## src/rtl/atrd_pkg.sv

```systemverilog
// Shared types and constants of the allocation trace record decoder.
// No dependencies; every other file of the block but atrd_ram imports it.
package atrd_pkg;

  localparam int unsigned BYTE_W        = 8;
  localparam int unsigned GROUP_W       = 7;
  localparam int unsigned DELTA_W       = 28;
  localparam int unsigned SIZE_W        = 28;
  localparam int unsigned TAG_W         = 32;
  localparam int unsigned OP_W          = 2;
  localparam int unsigned ERR_W         = 3;
  localparam int unsigned TAG_COUNT_DEF = 65536;
  // Queue depth between front and back; keep a power of two.
  localparam int unsigned Q_DEPTH       = 4;

  typedef enum logic [OP_W-1:0] {
    OP_ALLOC   = 2'd0,
    OP_REALLOC = 2'd1,
    OP_FREE    = 2'd2,
    OP_END     = 2'd3
  } op_e;

  typedef enum logic [ERR_W-1:0] {
    ERR_NONE           = 3'd0,
    ERR_UNTERMINATED   = 3'd1,
    ERR_TRUNCATED      = 3'd2,
    ERR_OLD_TOO_FAR    = 3'd3,
    ERR_FREE_WITH_SIZE = 3'd4,
    ERR_TAG_OVERFLOW   = 3'd5,
    ERR_TAG_IN_USE     = 3'd6,
    ERR_TAG_NOT_IN_USE = 3'd7
  } err_e;

  typedef enum logic [1:0] {
    EK_RECORD = 2'd0,
    EK_END    = 2'd1,
    EK_ERROR  = 2'd2
  } entry_kind_e;

  typedef enum logic [1:0] {
    FP_SIZE = 2'd0,
    FP_OLD  = 2'd1,
    FP_NEW  = 2'd2
  } field_pos_e;

  typedef enum logic [1:0] {
    BS_CLEAR = 2'd0,
    BS_RUN   = 2'd1,
    BS_CHECK = 2'd2,
    BS_HALT  = 2'd3
  } back_state_e;

  // One classified item handed from the front to the back.
  typedef struct packed {
    entry_kind_e             kind;
    err_e                    code;
    logic [SIZE_W-1:0]       size;
    logic [DELTA_W-1:0]      old_delta;
    logic [DELTA_W-1:0]      new_delta;
  } entry_t;

  // Back status seen by the front.
  typedef struct packed {
    logic clearing;
    logic halted;
  } back_status_t;

endpackage

```

## src/rtl/atrd_queue.sv

```systemverilog
// Short queue of classified items between front and back.
// Depends on atrd_pkg.
module atrd_queue (
  input  logic             clk_i,
  input  logic             rst_ni,
  input  logic             push_i,
  input  atrd_pkg::entry_t entry_i,
  output logic             full_o,
  input  logic             pop_i,
  output logic             empty_o,
  output atrd_pkg::entry_t head_o
);
  import atrd_pkg::*;

  localparam int unsigned PTR_W = $clog2(Q_DEPTH);
  localparam int unsigned CNT_W = $clog2(Q_DEPTH + 1);

  entry_t           slot_q [Q_DEPTH];
  logic [PTR_W-1:0] wr_ptr_q, rd_ptr_q;
  logic [CNT_W-1:0] count_q;

  assign full_o  = (count_q == CNT_W'(Q_DEPTH));
  assign empty_o = (count_q == '0);
  assign head_o  = slot_q[rd_ptr_q];

  always_ff @(posedge clk_i) begin
    if (push_i) begin
      slot_q[wr_ptr_q] <= entry_i;
    end
  end

  // Pointers wrap naturally since the depth is a power of two.
  always_ff @(posedge clk_i or negedge rst_ni) begin
    if (!rst_ni) begin
      wr_ptr_q <= '0;
      rd_ptr_q <= '0;
      count_q  <= '0;
    end else begin
      if (push_i) begin
        wr_ptr_q <= wr_ptr_q + PTR_W'(1);
      end
      if (pop_i) begin
        rd_ptr_q <= rd_ptr_q + PTR_W'(1);
      end
      count_q <= count_q + CNT_W'(push_i) - CNT_W'(pop_i);
    end
  end

  a_no_overflow: assert property (@(posedge clk_i) disable iff (!rst_ni)
    push_i |-> !full_o)
    else $error("queue push while full");
  a_no_underflow: assert property (@(posedge clk_i) disable iff (!rst_ni)
    pop_i |-> !empty_o)
    else $error("queue pop while empty");
  a_count_bound: assert property (@(posedge clk_i) disable iff (!rst_ni)
    count_q <= CNT_W'(Q_DEPTH))
    else $error("queue count beyond depth");

endmodule

```

## config.mk

```make
export PLATFORM = sky130hd
export DESIGN_NAME = atrd_queue
export DESIGN_NICKNAME = d
export VERILOG_FILES = /design/src/rtl/atrd_pkg.sv /design/src/rtl/atrd_queue.sv
export SDC_FILE = /design/constraint.sdc
export NUM_CORES = 1
export LEC_CHECK = 0
export ABC_CLOCK_PERIOD_IN_PS = 5400
export BUFFER_PORTS_ARGS = -buffer_cell sky130_fd_sc_hd__buf_2
export CAP_MARGIN = 25
export CELL_PAD_IN_SITES_DETAIL_PLACEMENT = 1
export CELL_PAD_IN_SITES_GLOBAL_PLACEMENT = 1
export CORE_MARGIN = 10
export CORE_UTILIZATION = 54
export CTS_CLUSTER_DIAMETER = 50
export CTS_CLUSTER_SIZE = 28
export DETAILED_ROUTE_END_ITERATION = 16
export PLACE_DENSITY_LB_ADDON = 0.1
export SKIP_CTS_REPAIR_TIMING = 1
export SYNTH_ARGS = -nofsm -noshare
export SYNTH_HDL_FRONTEND = slang
export SYNTH_SLANG_ARGS = --single-unit
```

## constraint.sdc

```tcl
create_clock -name clk_i -period 5.4 [get_ports clk_i]
set_clock_uncertainty 0.2 [all_clocks]
set_input_delay 0.81 -clock clk_i [delete_from_list [all_inputs] [get_ports clk_i]]
set_output_delay 0.81 -clock clk_i [all_outputs]
set_load 0.05 [all_outputs]
```

==> qor.csv <==
metric,value,unit
r2r_end,slot_q[2][13],
use_met1,21.4,%
clkTransAtPathRegs,0.07,ns
avgSynthCellArea,26.7,um2
hold_viol,0,
cts_tree,yes,
power_leakage,5.43,nW
yosys.cell_types.count,17,
p_comb_share,36.8,%
ys_seq_area_share,81.6,%
drive_above_1_share,46.5,%
seq_power_share,38.1,%
hold_class,in2reg,
grt.busiest_layer,met2,
antenna_found_initial,5,
worstPathRequired,4.39,ns
mostFrequentLayoutCells,"edfxtp_1 (356), buf_2 (183), mux4_2 (89)",
fin_crit,3.65,ns
switching_share,38.0,%
grt_pass1_wl,41300,um
use_met2,29.9,%
peakVddDrop,0.000525,V
wl_per_cell,25.5,um
hold_ws,0.301,ns
critical_path_class,reg2out,
dieHeight,177,um
first_pass_iters,4,
cp-endpoint,head_o[84],
setup.worst_path.start,rd_ptr_q[0],
start_util,54.8,%
power.switching,0.00390,W
worstSetupStartpointType,flop,
fmax,274,MHz
ys_warn_count,0,
synth_nets,599,
drt_wl_total,27200,um
io_pins,184,
grt_max_degree,74,
ant_nets,0,
r2r_slack,2.83,ns
synth_area,13300,um2
synth_area_leaders,"edfxtp_1 (80%), mux4_2 (15%), buf_12 (1.4%)",
finalSetupViolCount,0,
fin_crit_sh,67.6,%
final_common_cell,edfxtp_1,
drv_slew,0,
maxSlewHeadroom,38.1,%
r2r_cells,4,
yosysTopAreaCellShare,80.3,%
port_buffers,183,
chipWidth,177,um
clk-insertion-delay-late,0.51,ns
power.internal,0.00637,W
synth_seq_cells,363,
clock-sinks,363,
final_nets,811,
worst_pin_slew,0.928,ns
fp.coreArea,24300,um2
crit_arrival,2.64,ns
status,finished clean,
vias,5947,
area.growth.synth_to_final,18.8,%
end_kind,primary output,
critPathMaxFanout,73,
numCtsBuffers,36,
grt_usage,17.4,%
met3_usage,4.84,%
place_congestion,0.718,
yosysTopAreaCell,edfxtp_1,
drt_iter0_drc,404,
dieArea,31300,um2
worstReg2RegStart,wr_ptr_q[0],
post-dp-hpwl,17000,um
route.detailed.drc,0,
p_per_area,648,nW/um2
rsz0062_at_grt,false,
cts_buffer_depth,3,
fin_tns_setup,0,ns
cts-root-buf,clkbuf_16,
fp-row-count,57,
grt.overflow.total,0,
power_frac_clock,25.0,%
first_global_vias,6814,
synth_cells,499,
avgViaCountPerCell,5.59,
htreeDepth,2,
maxCapViolCount,0,
flip-flops by register name, indices dropped and copies added (netlist names):
| signal | flops |
|---|---|
| count_q | 3 |
| rd_ptr_q | 2 |
| slot_q | 356 |
| wr_ptr_q | 2 |
through the flow:
step                power, W  util (%)  instance area, um2  setup WS, ns  cells
CTS                   0.0104      64.9               15800          1.66   1059
global placement     0.00770      59.5               14500          2.15    992
floorplan            0.00700         -               13300          1.87    499
detailed placement   0.00782      59.8               14600          2.20    995
global route          0.0107      65.1               15800          1.56   1062
finish                0.0103      65.1               15800          1.75   1064
Yosys cell counts:
master / n
and2_1: 4
and3_1: 1
buf_12: 9
buf_2: 9
buf_6: 1
clkbuf_1: 1
dfrtp_1: 7
edfxtp_1: 356
fa_1: 1
ha_1: 6
inv_1: 6
mux4_2: 89
nand2_1: 2
nor3_1: 1
o21ai_0: 1
xnor2_1: 3
xor2_1: 2
kinds of logic (layout without fill, tap and decap cells):
group,after synthesis,in the layout,synth area share (%)
AO/OA/AOI/OAI,1,1,0.0375
multiplexers,89,89,15.0
XOR/XNOR,5,5,0.329
buffers and inverters,26,264,1.97
flip-flops,363,363,81.6
AND/OR/NAND/NOR,8,8,0.329
adder cells (fa/ha/maj),7,7,0.714
other,0,3,0
critical path: stages, from the launching register on:
cell	delay (ns)
dfrtp_4	0.68
buf_12	0.52
mux4_2	0.62
buf_2	0.24
metal layers:
layer  vias up  share of wire, %
met1      3130                39
met4         2               1.4
li1       2583                 -
met5         -             0.041
met2       195                53
met3        37               7.4
power groups by stage:
stage	clock [W]	combinational, W	sequential, W
2_1_floorplan	0	0.00314	0.00386
3_3_place_gp	0	0.00369	0.00401
3_5_place_dp	0	0.00384	0.00398
4_1_cts	0.00262	0.00386	0.00393
5_1_grt	0.00275	0.00399	0.00396
6_report	0.00257	0.00378	0.00391
worst min-delay path by stage:
stage                     start             to  slack [ns]  depth (start not counted)
floorplan           wr_ptr_q[0]    wr_ptr_q[0]        0.29                          1
global placement    wr_ptr_q[0]    wr_ptr_q[0]        0.31                          1
detailed placement  wr_ptr_q[0]    wr_ptr_q[0]        0.35                          1
CTS                      rst_ni     count_q[2]       -0.08                          1
global route        entry_i[81]  slot_q[2][81]        0.30                          1
finish              entry_i[69]  slot_q[0][69]        0.30                          1
area by class of cell:
type | count | area, um2
sequential | 363 | 10900
fill | 1971 | 8490
multi-input combinational | 110 | 2200
timing repair buffer | 194 | 1090
clock buffer | 39 | 933
tap | 324 | 405
clock inverter | 25 | 299
inverter | 6 | 22.5
antenna | 3 | 7.51
(Power assumes the default switching activity.)
