===== src/rtl/atrd_pkg.sv =====
// Shared types and constants of the allocation trace record decoder.
// No dependencies; every other file of the block but atrd_ram imports it.
package atrd_pkg;

  localparam int unsigned BYTE_W        = 8;
  localparam int unsigned GROUP_W       = 7;
  localparam int unsigned DELTA_W       = 28;
  localparam int unsigned SIZE_W        = 28;
  localparam int unsigned TAG_W         = 32;
  localparam int unsigned OP_W          = 2;
  localparam int unsigned ERR_W         = 3;
  localparam int unsigned TAG_COUNT_DEF = 65536;
  // Queue depth between front and back; keep a power of two.
  localparam int unsigned Q_DEPTH       = 4;

  typedef enum logic [OP_W-1:0] {
    OP_ALLOC   = 2'd0,
    OP_REALLOC = 2'd1,
    OP_FREE    = 2'd2,
    OP_END     = 2'd3
  } op_e;

  typedef enum logic [ERR_W-1:0] {
    ERR_NONE           = 3'd0,
    ERR_UNTERMINATED   = 3'd1,
    ERR_TRUNCATED      = 3'd2,
    ERR_OLD_TOO_FAR    = 3'd3,
    ERR_FREE_WITH_SIZE = 3'd4,
    ERR_TAG_OVERFLOW   = 3'd5,
    ERR_TAG_IN_USE     = 3'd6,
    ERR_TAG_NOT_IN_USE = 3'd7
  } err_e;

  typedef enum logic [1:0] {
    EK_RECORD = 2'd0,
    EK_END    = 2'd1,
    EK_ERROR  = 2'd2
  } entry_kind_e;

  typedef enum logic [1:0] {
    FP_SIZE = 2'd0,
    FP_OLD  = 2'd1,
    FP_NEW  = 2'd2
  } field_pos_e;

  typedef enum logic [1:0] {
    BS_CLEAR = 2'd0,
    BS_RUN   = 2'd1,
    BS_CHECK = 2'd2,
    BS_HALT  = 2'd3
  } back_state_e;

  // One classified item handed from the front to the back.
  typedef struct packed {
    entry_kind_e             kind;
    err_e                    code;
    logic [SIZE_W-1:0]       size;
    logic [DELTA_W-1:0]      old_delta;
    logic [DELTA_W-1:0]      new_delta;
  } entry_t;

  // Back status seen by the front.
  typedef struct packed {
    logic clearing;
    logic halted;
  } back_status_t;

endpackage


===== src/rtl/atrd_front.sv =====
// Front of the decoder: varint parsing and record assembly.
// Depends on atrd_pkg; pushes classified items into atrd_queue.
module atrd_front (
  input  logic                          clk_i,
  input  logic                          rst_ni,
  input  logic                          in_valid_i,
  output logic                          in_stall_o,
  input  logic                          kind_i,
  input  logic [atrd_pkg::BYTE_W-1:0]   byte_value_i,
  input  logic                          q_full_i,
  input  atrd_pkg::back_status_t        status_i,
  output logic                          push_o,
  output atrd_pkg::entry_t              entry_o
);
  import atrd_pkg::*;

  field_pos_e         pos_q, pos_d;
  logic [1:0]         gc_q, gc_d;
  logic [DELTA_W-1:0] acc_q, acc_d;
  logic [SIZE_W-1:0]  hsize_q, hsize_d;
  logic [DELTA_W-1:0] hold_q, hold_d;
  logic               halt_q, halt_d;

  logic               accept;
  logic [DELTA_W-1:0] acc_next;

  assign in_stall_o = status_i.clearing | q_full_i;
  assign accept     = in_valid_i & ~in_stall_o;
  assign acc_next   = acc_q | (DELTA_W'(byte_value_i[GROUP_W-1:0]) << (GROUP_W * gc_q));

  always_comb begin
    pos_d   = pos_q;
    gc_d    = gc_q;
    acc_d   = acc_q;
    hsize_d = hsize_q;
    hold_d  = hold_q;
    halt_d  = halt_q;
    push_o  = 1'b0;
    entry_o = '{kind: EK_RECORD, code: ERR_NONE, size: '0, old_delta: '0, new_delta: '0};
    if (accept && !halt_q && !status_i.halted) begin
      if (kind_i) begin
        push_o = 1'b1;
        if (pos_q == FP_SIZE && gc_q == 2'd0) begin
          entry_o.kind = EK_END;
        end else begin
          entry_o.kind = EK_ERROR;
          entry_o.code = ERR_TRUNCATED;
          halt_d       = 1'b1;
        end
      end else if (!byte_value_i[BYTE_W-1]) begin
        if (gc_q == 2'd3) begin
          push_o       = 1'b1;
          entry_o.kind = EK_ERROR;
          entry_o.code = ERR_UNTERMINATED;
          halt_d       = 1'b1;
        end else begin
          gc_d  = gc_q + 2'd1;
          acc_d = acc_next;
        end
      end else begin
        acc_d = '0;
        gc_d  = 2'd0;
        case (pos_q)
          FP_SIZE: begin
            hsize_d = acc_next;
            pos_d   = FP_OLD;
          end
          FP_OLD: begin
            if (hsize_q != '0) begin
              hold_d = acc_next;
              pos_d  = FP_NEW;
            end else begin
              push_o            = 1'b1;
              entry_o.old_delta = acc_next;
              pos_d             = FP_SIZE;
            end
          end
          FP_NEW: begin
            push_o            = 1'b1;
            entry_o.size      = hsize_q;
            entry_o.old_delta = hold_q;
            entry_o.new_delta = acc_next;
            pos_d             = FP_SIZE;
          end
          default: begin
            pos_d = FP_SIZE;
          end
        endcase
      end
    end
  end

  always_ff @(posedge clk_i or negedge rst_ni) begin
    if (!rst_ni) begin
      pos_q   <= FP_SIZE;
      gc_q    <= 2'd0;
      acc_q   <= '0;
      hsize_q <= '0;
      hold_q  <= '0;
      halt_q  <= 1'b0;
    end else begin
      pos_q   <= pos_d;
      gc_q    <= gc_d;
      acc_q   <= acc_d;
      hsize_q <= hsize_d;
      hold_q  <= hold_d;
      halt_q  <= halt_d;
    end
  end

endmodule


===== config.mk =====
export PLATFORM = sky130hd
export DESIGN_NAME = atrd_front
export DESIGN_NICKNAME = d
export VERILOG_FILES = /design/src/rtl/atrd_pkg.sv /design/src/rtl/atrd_front.sv
export SDC_FILE = /design/constraint.sdc
export NUM_CORES = 1
export LEC_CHECK = 0
export BUFFER_PORTS_ARGS = -buffer_cell sky130_fd_sc_hd__buf_2
export CAP_MARGIN = 10
export CELL_PAD_IN_SITES_DETAIL_PLACEMENT = 0
export CELL_PAD_IN_SITES_GLOBAL_PLACEMENT = 2
export CORE_MARGIN = 2
export CORE_UTILIZATION = 33
export DETAILED_ROUTE_END_ITERATION = 10
export MAX_ROUTING_LAYER = met4
export PLACE_DENSITY_LB_ADDON = 0.1
export SETUP_SLACK_MARGIN = 0.3
export SLEW_MARGIN = 10
export SYNTH_ARGS = -nofsm -noshare
export SYNTH_HDL_FRONTEND = slang
export SYNTH_SLANG_ARGS = --single-unit
export TNS_END_PERCENT = 50

===== constraint.sdc =====
create_clock -name clk_i -period 3.1 [get_ports clk_i]
set_clock_uncertainty 0.2 [all_clocks]
set_input_delay 0.465 -clock clk_i [delete_from_list [all_inputs] [get_ports clk_i]]
set_output_delay 0.465 -clock clk_i [all_outputs]
set_load 0.05 [all_outputs]

==> impl_metrics.ini, run 1 <==
[timing]
max-slew-margin-rel_pct = 62.08
rsz0062_at_grt = yes
period_needed_ps = 2972
tns_ps = 0
slew_violations = 0
fmax_mhz = 336.4
setup_viol = 0
hold_violations = 0
tightest_slew_ps = 568.8
hold_ws_ps = 294.8
fin_crit_sh_pct = 95.88

[place]
dp_hpwl_um = 9952
place_congestion = 0.7724
io_buffers = 104
placed_cell_area_um2 = 5450

[logic_synthesis]
async_flop_share_pct = 100.0
ys_ff_latch = 89
yosysMostFrequentCell = dfrtp_1
syn_inst = 475
avgSynthCellArea_um2 = 9.780
syn-num-nets = 495
synth_area_leaders = dfrtp_1 48%, mux2_2 6.3%, a32o_1 6.0%, nand2_1 5.0%, a21o_1 4.5%
synth_top_area_cell = dfrtp_1
synth_cell_types = 37
synth_top_area_share_pct = 47.94
syn_area_um2 = 4646
post_synth_most_frequent_cells = 89 x dfrtp_1, 62 x nand2_1, 36 x nor2_1
ys_warn_count = 0
ys_seq_area_share_pct = 47.94
synth-edff-count = 0
ys_dominant_reg_cell = dfrtp_1

[power_and_ir_drop]
switching_share_pct = 29.27
pwr-share-seq_pct = 40.5
combPwrFrac_pct = 19.4
power.switching_uw = 901.6
leakage_nw = 3.303
internal_power_mw = 2.179
power_density_nw_per_um2 = 478.5
clock_power_share_pct = 40.1
vdd_drop_max_mv = 0.2068

[route]
routed_wl_um = 14450
post_drt_via_cell_ratio = 5.107
drtAntennaViolNets = 0
route.detailed.drc = 0
num_vias = 3948
avgRoutedWirePerCell_um = 18.70
dr.pass1.iters = 5
drtIter0Drc = 257

[final_layout]
diodes = 0
final_area_um2 = 6439
drive_gt1_share_pct = 39.97
final_core_util_pct = 46.57
syn2layout_area_growth_pct = 38.59
nFillCells = 1340
nets = 608

[clock_tree]
h-tree-depth = 3
tritoncts = built
ctsRootBufferMaster = clkbuf_16
clock-sinks = 89
insertion_delay_ps = 350
clk_pin_slew_ps = 70
numCtsBuffers = 9
cts_max_path_buffers = 2

[die]
core_area_um2 = 13830
fp.dieH_um = 122.7
rows = 43
die-width_um = 122.7
die_area_um2 = 15040
start_util_pct = 33.60
io_pins = 106

[grt]
grt_pass1_wl_um = 21890
grt_max_degree = 58
overflow = 0
antenna_found_initial = 0
grtUsageTotal_pct = 20.14
grt_pass1_vias = 3715

[critical_path]
arrival_ps = 2310
reg2reg_depth = 8
crit_path_start = hsize_q[22]$_DFFE_PN0P_
reg2reg_from = hsize_q[11]$_DFFE_PN0P_
crit_path_frequent_cell = buf_6
critPathLaunchType = flip-flop
worstPathBufferInverterCount = 3
cp_slowest_cell = or4_4
critical_path_peak_fanout = 14
crit_family = simple AND/OR/NAND/NOR gates
cpPeakStageDelay_ps = 590
endpoint_kind = output pin
required_ps = 2430
crit_type = reg -> out
cp_cell_sequence = or4_4 > nor4_4 > buf_6 > buf_12 > a32o_2 > buf_6
cp.depth = 6

[min_path]
hold_start = kind_i
holdCritPathClass = in -> reg
whs_path_depth = 3

[run_status]
status = complete, no violations

[run]
cap_violations = 0
[routing by layer]
layer  routed length (µm)  share of wire [%]  GRT usage, %  up-vias
li1                     -                  -             -     1930
met1                 7659                 53         30.67     1917
met2                 5962                 41         27.08       90
met3                  648                4.5         3.160       11
met4                  182                1.3         6.250        0
met5                    0                  0             -        -
[placed cells by master (no fill, tap or decap), types with 22 or more instances in the layout]
cell     count
mux2_2      26
o21ai_0     32
buf_6       47
a21o_1      28
dfrtp_1     89
nor2_1      22
nand2_1     61
a21oi_1     34
o31ai_1     25
buf_2       48
and2_1      28
buf_4       37
[path summary, 6_finish.rpt]
path | to | slack, ps
min in group asynchronous | hold_q[2]$_DFFE_PN0P_ | 440
max in group asynchronous | acc_q[4]$_DFFE_PN0P_ | 1590
worst max-delay path | entry_o[37] | 130
worst max register to register | hold_q[10]$_DFFE_PN0P_ | 690
worst min-delay path | halt_q$_DFFE_PN0P_ | 290
worst min register to register | hold_q[20]$_DFFE_PN0P_ | 300
[metrics by stage]
step	instances	power (mW)	setup slack, ps
final	773	3.081	127.7
after global routing	773	3.219	41.55
after CTS	770	3.106	75.41
after detailed placement	740	1.834	156.8
after global placement	740	1.827	160.8
after floorplan	475	1.582	245.2
[flip-flops by register name, indices dropped and copies added (netlist names)]
register / flops
gc_q: 2
hold_q: 28
acc_q: 28
pos_q: 2
hsize_q: 28
halt_q: 1
[kinds of logic after synthesis]
group	share of synthesized area [%]
AO/OA/AOI/OAI	22.60
adder cells (fa/ha/maj)	1.347
buffers and inverters	4.821
flip-flops	47.94
multiplexers	6.787
other	0.08072
AND/OR/NAND/NOR	16.43
[worst min-delay path, delay by kind of cell]
family                 cells  cell delay (ps)
AO/OA/AOI/OAI              2              210
buffers and inverters      1              130
[what timing repair did]
action                     4_1_cts  5_1_grt
buffers inserted                10        1
pin swaps                        4        4
resized for setup               90       77
hold buffers                     1        0
hold endpoints to repair        39        0
gates cloned                     3        2
setup endpoints to repair       82       86
[cell type report]
class                   count  area [µm²]  share of cell area (%)
clock inverters             4       73.82                   1.147
repair buffers            145        1315                   20.42
multi-input cells         337        2308                   35.85
clock buffers              12       266.5                   4.139
well taps                 180       225.2                   3.498
flip-flops and latches     89        2227                   34.59
inverters                   6       22.52                  0.3498
[power by group through the flow]
stage                     clock network (mW)  registers [mW]  logic, mW
after global placement                     0            1.27      0.561
after detailed placement                   0            1.27      0.565
final                                   1.24            1.25      0.597
after CTS                               1.27            1.25      0.589
after global routing                    1.32            1.25      0.650
after floorplan                            0            1.26      0.324
No activity file was read; power rests on OpenSTA's default activity.
==> run 2, diff against run 1 <==
clock period = 2.8 ns   (was 3.1 ns; I/O delays follow)
==> run 2 against run 1 <==
The flow now finishes with violations (negative setup slack). Flip-flop and latch count stayed put. Clock power is 7% lower. First-iteration DRC count is 18% lower. Design area is 0.80% higher. Die area stayed put. Count of clock-buffer cells in the layout is 2 higher. Critical path type unchanged. Highest routed layer unchanged.
==> impl_metrics.ini, run 2 (synthesized netlist as in run 1, its figures left out) <==
[critical_path]
worstPathBufferInverterCount = 3
crit_path_frequent_cell = buf_6
endpoint_kind = output pin
arrival_ps = 2280
reg2reg_from = hsize_q[11]$_DFFE_PN0P_
crit_family = simple AND/OR/NAND/NOR gates
critical_path_peak_fanout = 7
crit_path_start = hsize_q[23]$_DFFE_PN0P_
cp_cell_sequence = or4_4 > nor4_4 > buf_6 > clkbuf_16 > a32o_2 > buf_6
cpPeakStageDelay_ps = 550
required_ps = 2180
crit_type = reg -> out
cp_slowest_cell = or4_4
critPathLaunchType = flip-flop

[power_and_ir_drop]
vdd_drop_max_mv = 0.2026
power.switching_uw = 991.3
power_density_nw_per_um2 = 495.1
pwr-share-seq_pct = 43.0
power_mw = 3.213
internal_power_mw = 2.222
switching_share_pct = 30.85
combPwrFrac_pct = 21.2
clock_power_share_pct = 35.8
leakage_nw = 3.263

[timing]
slew_violations = 0
fmax_mhz = 344.6
max-slew-margin-rel_pct = 60.18
setup_viol = 29
tns_ps = -2349
rsz0062_at_grt = yes
period_needed_ps = 2902
fin_crit_sh_pct = 103.6
hold_violations = 0
tightest_slew_ps = 597.3
finalWorstSetupSlack_ps = -102.0

[grt]
grt_pass1_vias = 3849
grt_max_degree = 58
overflow = 0
antenna_found_initial = 0
grtUsageTotal_pct = 20.10
grt_pass1_wl_um = 22030

[final_layout]
top_regs = acc_q x28, hold_q x28, hsize_q x28
nets = 601
final_common_cell = dfrtp_1
layout_common_cells = 89 x dfrtp_1, 69 x buf_4, 61 x nand2_1
syn2layout_area_growth_pct = 39.70
drive_gt1_share_pct = 41.47
final_area_um2 = 6490
diodes = 0

[route]
top_layer = met4
post_drt_via_cell_ratio = 5.188
avgRoutedWirePerCell_um = 18.23
route.detailed.drc = 0
dr.pass1.iters = 4
met3_length_um = 660
drtAntennaViolNets = 0
drtIter0Drc = 210
met2_length_um = 5999
wl_met1_um = 7199
num_vias = 3974
routed_wl_um = 13970

[die]
start_util_pct = 33.60
die-width_um = 122.7
fp.dieH_um = 122.7
core_area_um2 = 13830
io_pins = 106
die_area_um2 = 15040
rows = 43

[run]
cap_violations = 0

[clock_tree]
clock-sinks = 89
clk_pin_slew_ps = 60
cts_max_path_buffers = 2
tritoncts = built
ctsRootBufferMaster = clkbuf_16
numCtsBuffers = 9
h-tree-depth = 3
insertion_delay_ps = 340

[min_path]
holdCritPathClass = in -> reg
hold_start = kind_i

[place]
dp_hpwl_um = 9858
place_congestion = 0.8064
io_buffers = 104
placed_cell_area_um2 = 5680

[run_status]
violations = negative setup slack
status = complete, but fails checks
==> run 2: worst reg2reg max path: stages, from the launching register on <==
cell	delay, ps
dfrtp_1	390
nor4_2	270
buf_4	150
nand4_1	110
buf_6	160
buf_4	130
o311ai_4	240
buf_12	240
mux2_2	380
==> run 2: final cells by class <==
type                            count  area, µm²
Sequential cell                    89       2227
Clock buffer                       14      264.0
Clock inverter                      2      12.51
Multi-Input combinational cell    337       2440
Fill cell                        1296       7337
Tap cell                          180      225.2
Inverter                            6      22.52
Timing Repair Buffer              138       1299
==> run 2: layer usage <==
| metal | GRT usage [%] | up-vias |
|---|---|---|
| li1 | - | 1903 |
| met1 | 30.97 | 1950 |
| met2 | 27.08 | 113 |
| met3 | 2.695 | 8 |
| met4 | 6.034 | 0 |
| met5 | - | - |
==> run 2: power by group through the flow <==
stage	Sequential [mW]	Combinational, mW	Clock, mW
after floorplan	1.39	0.374	0
after global routing	1.39	0.743	1.25
after global placement	1.40	0.657	0
final	1.38	0.680	1.15
after detailed placement	1.40	0.661	0
after CTS	1.38	0.681	1.19
==> run 2: worst paths after layout <==
kind	slack (ps)	cells after the start	end
min in group asynchronous	380	2	hold_q[0]$_DFFE_PN0P_
max in group asynchronous	1360	3	hsize_q[7]$_DFFE_PN0P_
min	260	3	halt_q$_DFFE_PN0P_
max reg2reg	420	8	hold_q[16]$_DFFE_PN0P_
max	-100	6	entry_o[51]
min reg2reg	300	1	hold_q[13]$_DFFE_PN0P_
==> run 2: repair_timing <==
action / in CTS / in global routing
cloned: 1 / 1
endpoints found under the setup margin: 85 / 94
buffers inserted: 4 / 0
pin swaps: 2 / 1
resized for setup: 136 / 16
hold buffers: 1 / 0
endpoints found under the hold margin: 33 / 0
==> run 2: through the flow <==
| step | utilization [%] | instances | hold slack, ps | setup slack (ps) |
|---|---|---|---|---|
| after floorplan | - | 475 | -75.59 | 103.4 |
| after global placement | 41.08 | 743 | 217.5 | -120.7 |
| after detailed placement | 41.08 | 743 | 213.6 | -82.13 |
| after CTS | 46.48 | 765 | 253.4 | -156.1 |
| after global routing | 46.94 | 766 | 313.0 | -223.7 |
| final | 46.94 | 766 | 262.6 | -102.0 |
==> run 3, diff against run 2 <==
clock period = 3.33 ns   (was 2.8 ns; I/O delays follow)
==> run 3 against run 2 <==
The run now ends clean. Clock power shrank 19%. Setup slack improved by 390 ps. Routed wire length down 1.1%. Core utilization shrank 4.3 points. Largest cell class is now flip-flops and latches. Highest routed layer unchanged.
==> impl_metrics.ini, run 3 (synthesized netlist as in run 1, its figures left out) <==
[critical_path]
reg2reg_slack_ps = 730
endpoint_kind = output pin
crit_path_frequent_cell = buf_6
crit_type = reg -> out
r2r_end = hold_q[15]$_DFFE_PN0P_
cpPeakStageDelay_ps = 420
reg2reg_from = hsize_q[11]$_DFFE_PN0P_
critical_path_peak_fanout = 3
reg2reg_depth = 8
required_ps = 2630
cp_cell_sequence = nor4_2 > buf_4 > nand4_1 > buf_6 > or4_1 > a211oi_2 > buf_6
worstPathBufferInverterCount = 3
critPathLaunchType = flip-flop
crit_family = simple AND/OR/NAND/NOR gates
cp_slowest_cell = or4_1
arrival_ps = 2340

[clock_tree]
tritoncts = built
numCtsBuffers = 9
clk_pin_slew_ps = 60
clock-sinks = 89
ctsRootBufferMaster = clkbuf_16
insertion_delay_ps = 340
h-tree-depth = 3
cts_max_path_buffers = 2

[final_layout]
instances_no_fill = 755
final_area_um2 = 5902
layout_common_cells = 89 x dfrtp_1, 74 x buf_2, 62 x nand2_1
drive_gt1_share_pct = 32.87
final_common_cell = dfrtp_1
nFillCells = 1349
seq_area_um2 = 2227
nets = 591
diodes = 0
multi_input_area_um2 = 2225
top_regs = acc_q x28, hold_q x28, hsize_q x28
syn2layout_area_growth_pct = 27.04

[route]
avgRoutedWirePerCell_um = 18.29
drtIter0Drc = 223
routed_wl_um = 13810
route.detailed.drc = 0
post_drt_via_cell_ratio = 5.128
drtAntennaViolNets = 0
dr.pass1.iters = 6
num_vias = 3872

[timing]
period_needed_ps = 3040
tns_ps = 0
rsz0062_at_grt = yes
setup_viol = 0
max-slew-margin-rel_pct = 56.27
fin_crit_sh_pct = 91.28
slew_violations = 0
hold_ws_ps = 296.5
tightest_slew_ps = 656.0
fmax_mhz = 329.0
hold_violations = 0

[die]
die_area_um2 = 15040
io_pins = 106
die-width_um = 122.7
rows = 43
fp.dieH_um = 122.7
core_area_um2 = 13830
start_util_pct = 33.60

[min_path]
hold_end = hold_q[13]$_DFFE_PN0P_
holdCritPathClass = reg -> reg
hold_start = hold_q[13]$_DFFE_PN0P_
whs_path_depth = 1

[run]
cap_violations = 0

[grt]
grt_pass1_wl_um = 20850
antenna_found_initial = 0
grt_max_degree = 58
grt_pass1_vias = 3613
overflow = 0
grtUsageTotal_pct = 19.19

[run_status]
status = complete, no violations

[power_and_ir_drop]
vdd_drop_max_mv = 0.1883
leakage_nw = 3.059
power_density_nw_per_um2 = 437.7

[place]
dpl.cell_count = 733
place_congestion = 0.7538
placed_cell_area_um2 = 5378
dp_hpwl_um = 9628
io_buffers = 104
[run 3: cell types whose count changed in the layout (fill, tap and decap cells not counted), sizes merged]
cell,previous run,this run
buf,135,124
clkbuf,16,15
clkinv,1,2
[run 3: through the flow]
| step | util [%] | worst slack (ps) | power [mW] |
|---|---|---|---|
| 4_1_cts | 41.43 | 244.4 | 2.610 |
| 2_1_floorplan | - | 406.2 | 1.470 |
| 3_5_place_dp | 38.89 | 341.5 | 1.659 |
| 5_1_grt | 42.68 | 148.1 | 2.722 |
| 6_report | 42.68 | 290.4 | 2.583 |
| 3_3_place_gp | 38.89 | 327.8 | 1.654 |
[run 3: where the power goes]
part | internal [mW] | switching [mW] | total, mW
registers | 1.12 | 0.0369 | 1.16
clock network | 0.520 | 0.417 | 0.937
logic | 0.149 | 0.337 | 0.486
[run 3: worst max path at each step]
stage	from	to	depth (start not counted)
2_1_floorplan	q_full_i	entry_o[10]	5
3_3_place_gp	q_full_i	entry_o[37]	7
3_5_place_dp	q_full_i	entry_o[37]	7
4_1_cts	hsize_q[11]$_DFFE_PN0P_	entry_o[35]	8
5_1_grt	hsize_q[11]$_DFFE_PN0P_	entry_o[30]	9
6_report	hsize_q[11]$_DFFE_PN0P_	push_o	7
[run 3: metal layers]
| metal | global-route usage, % | vias to the layer above | share of wire, % |
|---|---|---|---|
| met4 | 6.897 | 0 | 1.5 |
| met1 | 30.01 | 1892 | 53 |
| li1 | - | 1890 | - |
| met3 | 2.788 | 10 | 4.0 |
| met2 | 24.58 | 80 | 42 |
| met5 | - | - | 0 |
[run 3: area by class of cell]
cell class / count / share of cell area, %
timing repair buffer: 128 / 15.90
multi-input combinational: 337 / 37.69
clock buffer: 12 / 4.176
inverter: 6 / 0.3816
tap: 180 / 3.816
sequential: 89 / 37.74
clock inverter: 3 / 0.2968
[run 3: repair_timing]
item                                    in CTS  in global routing
gates cloned                                 0                  3
hold endpoints to repair                    10                  0
buffers inserted                             1                  2
hold buffers                                 1                  0
endpoints found under the setup margin      29                 35
pin swaps                                    2                  1
gates resized for setup                     24                 41
